===== src/opt_pkg.sv =====
// Shared types, constants and tables of the pilot phase tracker.
`default_nettype none
package opt_pkg;

	localparam int CORDIC_STEPS    = 14;
	localparam int CORDIC_INV_GAIN = 19898;
	localparam int DIVN_W          = 38;
	localparam int DIVD_W          = 20;
	localparam int BLOCK_COUNT_MAX = 127;

	localparam logic [1:0] CFG_PILOT_COUNT     = 2'd0;
	localparam logic [1:0] CFG_PILOT_POSITIONS = 2'd1;
	localparam logic [1:0] CFG_DATA_MASK       = 2'd2;
	localparam logic [1:0] CFG_DATA_TABLE_LEN  = 2'd3;

	typedef struct packed {
		logic fill_wr;
		logic dec;
		logic rd;
		logic sel_pilot;
		logic cordic_start;
		logic cordic_vec;
		logic ang_line;
		logic rot_wr;
		logic pil_upd;
		logic fit1;
		logic fit2;
		logic fit3;
		logic lin_ld;
		logic div_start;
		logic line_upd;
		logic out_ld;
		logic out_last;
	} cmd_t;

	typedef struct packed {
		logic       is_data;
		logic       had_data;
		logic       n_zero;
		logic       cordic_done;
		logic       div_done;
		logic       out_free;
		logic [3:0] n_eff;
	} status_t;

	// arctangent of 2^-i in binary-angle units
	function automatic logic [13:0] atan_lut(input logic [3:0] i);
		case (i)
			4'd0:    return 14'd8192;
			4'd1:    return 14'd4836;
			4'd2:    return 14'd2555;
			4'd3:    return 14'd1297;
			4'd4:    return 14'd651;
			4'd5:    return 14'd326;
			4'd6:    return 14'd163;
			4'd7:    return 14'd81;
			4'd8:    return 14'd41;
			4'd9:    return 14'd20;
			4'd10:   return 14'd10;
			4'd11:   return 14'd5;
			4'd12:   return 14'd3;
			4'd13:   return 14'd1;
			default: return 14'd0;
		endcase
	endfunction

endpackage
`default_nettype wire


===== src/opt_ctrl.sv =====
// Sequencer: symbol fill, derotation, pilot fit, line rotation and readout.
`default_nettype none
module opt_ctrl #(
	parameter int VLEN       = 64,
	parameter int MAX_PILOTS = 8,
	localparam int IDX_W     = $clog2(VLEN),
	localparam int KW        = $clog2(MAX_PILOTS + 1)
) (
	input  wire logic              clk,
	input  wire logic              arst_n,
	input  wire logic              sample_valid,
	output logic                   sample_stall,
	input  wire opt_pkg::status_t  st,
	output opt_pkg::cmd_t          cmd,
	output logic [IDX_W-1:0]       idx,
	output logic [KW-1:0]          pilot_k
);

	typedef enum logic [17:0] {
		S_FILL     = 18'h00001,
		S_DECIDE   = 18'h00002,
		S_ROT_RD   = 18'h00004,
		S_ROT_GO   = 18'h00008,
		S_ROT_WAIT = 18'h00010,
		S_PIL_RD   = 18'h00020,
		S_PIL_GO   = 18'h00040,
		S_PIL_WAIT = 18'h00080,
		S_FIT1     = 18'h00100,
		S_FIT2     = 18'h00200,
		S_FIT3     = 18'h00400,
		S_LIN_RD   = 18'h00800,
		S_LIN_DIV  = 18'h01000,
		S_LIN_WAIT = 18'h02000,
		S_LIN_GO   = 18'h04000,
		S_LIN_ROT  = 18'h08000,
		S_OUT_RD   = 18'h10000,
		S_OUT_LD   = 18'h20000
	} state_t;

	state_t           state_q, state_d;
	logic [IDX_W-1:0] cnt_q, cnt_d;
	logic [KW-1:0]    k_q, k_d, k_nxt;
	logic             cnt_last;

	assign cnt_last = cnt_q == IDX_W'(VLEN - 1);
	assign k_nxt    = k_q + KW'(1);

	always_comb begin
		cmd     = '0;
		state_d = state_q;
		cnt_d   = cnt_q;
		k_d     = k_q;
		unique case (state_q)
			S_FILL: begin
				cmd.fill_wr = sample_valid;
				if (sample_valid) begin
					cnt_d = cnt_last ? '0 : cnt_q + IDX_W'(1);
					if (cnt_last)
						state_d = S_DECIDE;
				end
			end
			S_DECIDE: begin
				cmd.dec = 1'b1;
				cnt_d   = '0;
				k_d     = '0;
				if (!st.is_data)
					state_d = S_OUT_RD;
				else if (st.had_data)
					state_d = S_ROT_RD;
				else
					state_d = st.n_zero ? S_FIT1 : S_PIL_RD;
			end
			S_ROT_RD: begin
				cmd.rd  = 1'b1;
				state_d = S_ROT_GO;
			end
			S_ROT_GO: begin
				cmd.cordic_start = 1'b1;
				state_d          = S_ROT_WAIT;
			end
			S_ROT_WAIT: begin
				if (st.cordic_done) begin
					cmd.rot_wr = 1'b1;
					if (cnt_last) begin
						cnt_d   = '0;
						state_d = st.n_zero ? S_FIT1 : S_PIL_RD;
					end else begin
						cnt_d   = cnt_q + IDX_W'(1);
						state_d = S_ROT_RD;
					end
				end
			end
			S_PIL_RD: begin
				cmd.rd        = 1'b1;
				cmd.sel_pilot = 1'b1;
				state_d       = S_PIL_GO;
			end
			S_PIL_GO: begin
				cmd.cordic_start = 1'b1;
				cmd.cordic_vec   = 1'b1;
				state_d          = S_PIL_WAIT;
			end
			S_PIL_WAIT: begin
				if (st.cordic_done) begin
					cmd.pil_upd = 1'b1;
					k_d         = k_nxt;
					state_d     = (k_nxt == KW'(st.n_eff)) ? S_FIT1 : S_PIL_RD;
				end
			end
			S_FIT1: begin
				cmd.fit1 = 1'b1;
				state_d  = S_FIT2;
			end
			S_FIT2: begin
				cmd.fit2 = 1'b1;
				state_d  = S_FIT3;
			end
			S_FIT3: begin
				cmd.fit3 = 1'b1;
				cnt_d    = '0;
				state_d  = S_LIN_RD;
			end
			S_LIN_RD: begin
				cmd.rd     = 1'b1;
				cmd.lin_ld = 1'b1;
				state_d    = S_LIN_DIV;
			end
			S_LIN_DIV: begin
				cmd.div_start = 1'b1;
				state_d       = S_LIN_WAIT;
			end
			S_LIN_WAIT: begin
				if (st.div_done)
					state_d = S_LIN_GO;
			end
			S_LIN_GO: begin
				cmd.cordic_start = 1'b1;
				cmd.ang_line     = 1'b1;
				state_d          = S_LIN_ROT;
			end
			S_LIN_ROT: begin
				cmd.ang_line = 1'b1;
				if (st.cordic_done) begin
					cmd.rot_wr   = 1'b1;
					cmd.line_upd = 1'b1;
					if (cnt_last) begin
						cnt_d   = '0;
						state_d = S_OUT_RD;
					end else begin
						cnt_d   = cnt_q + IDX_W'(1);
						state_d = S_LIN_RD;
					end
				end
			end
			S_OUT_RD: begin
				cmd.rd  = 1'b1;
				state_d = S_OUT_LD;
			end
			S_OUT_LD: begin
				if (st.out_free) begin
					cmd.out_ld   = 1'b1;
					cmd.out_last = cnt_last;
					if (cnt_last) begin
						cnt_d   = '0;
						state_d = S_FILL;
					end else begin
						cnt_d   = cnt_q + IDX_W'(1);
						state_d = S_OUT_RD;
					end
				end
			end
			default: state_d = S_FILL;
		endcase
	end

	always_ff @(posedge clk or negedge arst_n) begin
		if (!arst_n) begin
			state_q <= S_FILL;
			cnt_q   <= '0;
			k_q     <= '0;
		end else begin
			state_q <= state_d;
			cnt_q   <= cnt_d;
			k_q     <= k_d;
		end
	end

	assign sample_stall = state_q != S_FILL;
	assign idx          = cnt_q;
	assign pilot_k      = k_q;

	a_rot_wr_done: assert property (@(posedge clk) disable iff (!arst_n)
		cmd.rot_wr |-> st.cordic_done)
		else $error("buffer written back without a finished rotation");

	a_out_free: assert property (@(posedge clk) disable iff (!arst_n)
		cmd.out_ld |-> st.out_free)
		else $error("result register overwritten before transfer");

	a_div_latency: assert property (@(posedge clk) disable iff (!arst_n)
		cmd.div_start |=> !st.div_done)
		else $error("divider finished in one cycle");

	a_pilot_range: assert property (@(posedge clk) disable iff (!arst_n)
		cmd.pil_upd |-> (int'(k_q) < int'(st.n_eff)))
		else $error("pilot index beyond pilot count");

endmodule
`default_nettype wire


===== config.mk =====
export PLATFORM = sky130hd
export DESIGN_NAME = opt_ctrl
export DESIGN_NICKNAME = d
export VERILOG_FILES = /design/src/opt_pkg.sv /design/src/opt_ctrl.sv
export SDC_FILE = /design/constraint.sdc
export NUM_CORES = 1
export LEC_CHECK = 0
export BUFFER_PORTS_ARGS = -buffer_cell sky130_fd_sc_hd__buf_4
export CORE_ASPECT_RATIO = 0.6
export CORE_MARGIN = 1
export CORE_UTILIZATION = 40
export CTS_BUF_LIST = sky130_fd_sc_hd__clkbuf_8
export CTS_CLUSTER_SIZE = 12
export DETAILED_ROUTE_END_ITERATION = 8
export GPL_ROUTABILITY_DRIVEN = 0
export GPL_TIMING_DRIVEN = 0
export MAX_ROUTING_LAYER = met4
export PLACE_DENSITY = 0.76
export SYNTH_ARGS = -nofsm -noshare
export SYNTH_HDL_FRONTEND = slang
export SYNTH_SLANG_ARGS = --single-unit

===== constraint.sdc =====
create_clock -name clk -period 3 [get_ports clk]
set_input_delay 0.45 -clock clk [delete_from_list [all_inputs] [get_ports clk]]
set_output_delay 0.45 -clock clk [all_outputs]
set_load 0.01 [all_outputs]

==> flow_summary.yaml <==
run_status:
  outcome: "complete, but fails checks"
  violations: "setup timing"
power_and_ir_drop:
  p_switching_uw: 765
  power_mw: 1.95
  max-vdd-ir-drop_mv: 0.306
  cellPowerDensity_nw_per_um2: 703
  p_leak_nw: 1.26
  p_sw_frac: 0.391
  p_clk_frac: 0.158
  intPower_mw: 1.19
  seq_power_share: 0.274
  pwr-share-comb: 0.569
final_layout:
  fillers: 345
  synthToLayoutAreaGrowth_pct: 47.4
  layout-drive-gt1-share: 0.439
  diodes: 0
  nets: 303
  post-route-util: 0.647
  fin_area_um2: 2780
  finalNonFillerCells: 347
timing:
  drv_slew: 0
  setup_slack_ns: -0.165
  max_slew_margin: 0.671
  fmax_mhz: 316
  tightest_slew_ns: 0.492
  rsz0062_at_grt: "yes"
  fin_crit_sh: 1.05
  fin_setup_tns_ns: -0.678
  setup_viol: 9
  hold_ws_ns: 0.0711
  hold_viol: 0
  min_period_ns: 3.16
  skew_ns: 0.00280
clock_tree:
  cts_buffers: 3
  cts_buffer_depth: 2
  cts-root-buf: "clkbuf_8"
  cts.sinks: 28
  cts_tree: "done"
  clk_latency_ns: 0.28
  htreeDepth: 1
  clk_pin_slew_ns: 0.10
die:
  coreArea_um2: 4300
  die_area_um2: 5000
  rows: 18
  die_w_um: 90.7
  io_pins: 41
  die_h_um: 55.2
  initial_core_util: 0.439
worst_hold_path:
  hold_class: "input port to async pin"
yosys:
  yosysMostFrequentCell: "dfrtp_1"
  syn_avg_cell_area_um2: 8.82
  synth-seq-cells: 28
  synth_flop_cell: "dfrtp_1"
  synth_warnings: 0
  async_flop_share: 1.00
  synth_edf_count: 0
  synthesis.nets: 229
  netlist_instances: 214
  netlist_area_um2: 1890
  yosysTopAreaCellShare: 0.358
  yosys.area.top_type: "dfrtp_1"
  yosysSeqAreaShare: 0.372
  yosys-top-cells-count: "dfrtp_1 (27), nor2_1 (26), nand2_1 (12), nand3_1 (12), or4_1 (9)"
  ys_types: 54
  synth_area_leaders: "dfrtp_1 (36%), nor2_1 (5.2%), xnor2_1 (3.7%)"
setup_path:
  crit_start: "state_q[0]"
  r2r_setup_slack_ns: -0.01
  crit_slowest_cell: "or4_4"
  crit_chain: "or4_4 > or3_4 > buf_6 > or4_4 > buf_4 > buf_6 > nor2_1 > buf_4"
  reg2regPathDepth: 7
  r2r_end: "idx[5]"
  r2r_start: "state_q[15]"
  cp-end-kind: "output pin"
  cp-start-kind: "flip-flop"
  max_stage_delay_ns: 0.59
  critical_path_class: "flip-flop to output pin"
  endpoint: "cmd[10]"
  crit_arrival_ns: 2.71
  crit_required_ns: 2.55
  critPathMaxFanout: 7
detailed_routing:
  drt_iter0_drc: 163
  first_pass_iters: 5
  viasPerCell: 5.63
  ant_nets: 0
  post_drt_wl_per_cell_um: 16.8
  drc: 0
  totalWireLength_um: 5820
  via_count: 1953
grt:
  grt_max_degree: 29
  grt_pass1_vias: 1722
  grt_antenna_before_repair: 0
  grt_pass1_wl_um: 8650
  grt.overflow.total: 0
  track_usage: 0.224
place:
  place_hpwl_um: 3600
  postPlaceCellArea_um2: 2270
  io_buffers: 40
  place_ws_ns: -0.370
  dp.cells: 314
run:
  max-cap-violations: 0
metal layers:
layer  global-route usage  routed length [µm]  vias up
li1                     -                   -      930
met1                0.334                2690      936
met2                0.314                2660       78
met3               0.0496                 401        9
met4               0.0323                  59        0
met5                    -                   0        -
area by class of cell:
type	instances	area, µm²	share of cell area
multi-input combinational	166	1240	0.444
sequential	28	713	0.256
timing repair buffer	77	622	0.224
tap	60	75.1	0.0270
clock buffer	3	41.3	0.0148
inverter	8	32.5	0.0117
buffer	4	31.3	0.0112
clock inverter	1	30.0	0.0108
kinds of logic after synthesis:
family / count (synthesis) / synth area share
xor gates and xnor gates: 12 / 0.0557
muxes: 1 / 0.00531
buffers and inverters: 20 / 0.0497
AOI/OAI and AO/OA: 35 / 0.129
adders and majority gates: 2 / 0.0133
and+or+nand+nor: 116 / 0.375
DFF: 28 / 0.372
cells in the final DEF (no fill, tap or decap), drive strengths merged, types with 2 or more instances in the layout:
cell	instances
or2	5
or4b	3
and2	3
a21oi	7
nor3b	7
nor2	26
xnor2	8
nand2b	6
inv	8
o211ai	3
nor4	6
and3	2
nand3	12
buf	79
o31ai	2
ha	2
dfrtp	27
or3	3
nor4bb	3
a21o	2
nor4b	4
and4b	2
clkbuf	5
nor2b	2
nor3	6
o221ai	2
o21ai	11
xor2	4
nand2	12
or4	10
critical path, delay by kind of cell (launching register included):
kind / cells / cell delay, ns
DFF: 1 / 0.43
and+or+nand+nor: 4 / 1.49
buffers and inverters: 4 / 0.52
flip-flops by register name, summed over array words and instances, names as in the netlist:
| register | flops |
|---|---|
| state_q | 18 |
| idx | 6 |
| pilot_k | 4 |
power groups by stage:
stage | sequential [mW] | clock [mW] | combinational, mW
finish | 0.535 | 0.308 | 1.11
global route | 0.545 | 0.323 | 1.19
CTS | 0.532 | 0.309 | 0.888
detailed placement | 0.538 | 0 | 0.752
global placement | 0.535 | 0 | 0.738
floorplan | 0.538 | 0 | 0.496
how the worst min path moves through the flow:
stage / end / cells after the start
6_report: state_q[12] / 1
4_1_cts: state_q[13] / 1
5_1_grt: state_q[13] / 1
2_1_floorplan: idx[0] / 0
3_5_place_dp: state_q[13] / 1
3_3_place_gp: state_q[10] / 1
timing repair:
| action | CTS | global route |
|---|---|---|
| buffers inserted | 13 | 23 |
| pin swaps | 10 | 15 |
| hold buffers | 0 | 0 |
| gates resized for setup | 25 | 19 |
| endpoints found under the setup margin | 23 | 25 |
| gates cloned | 0 | 1 |
Power figures use the tool's default switching activity.
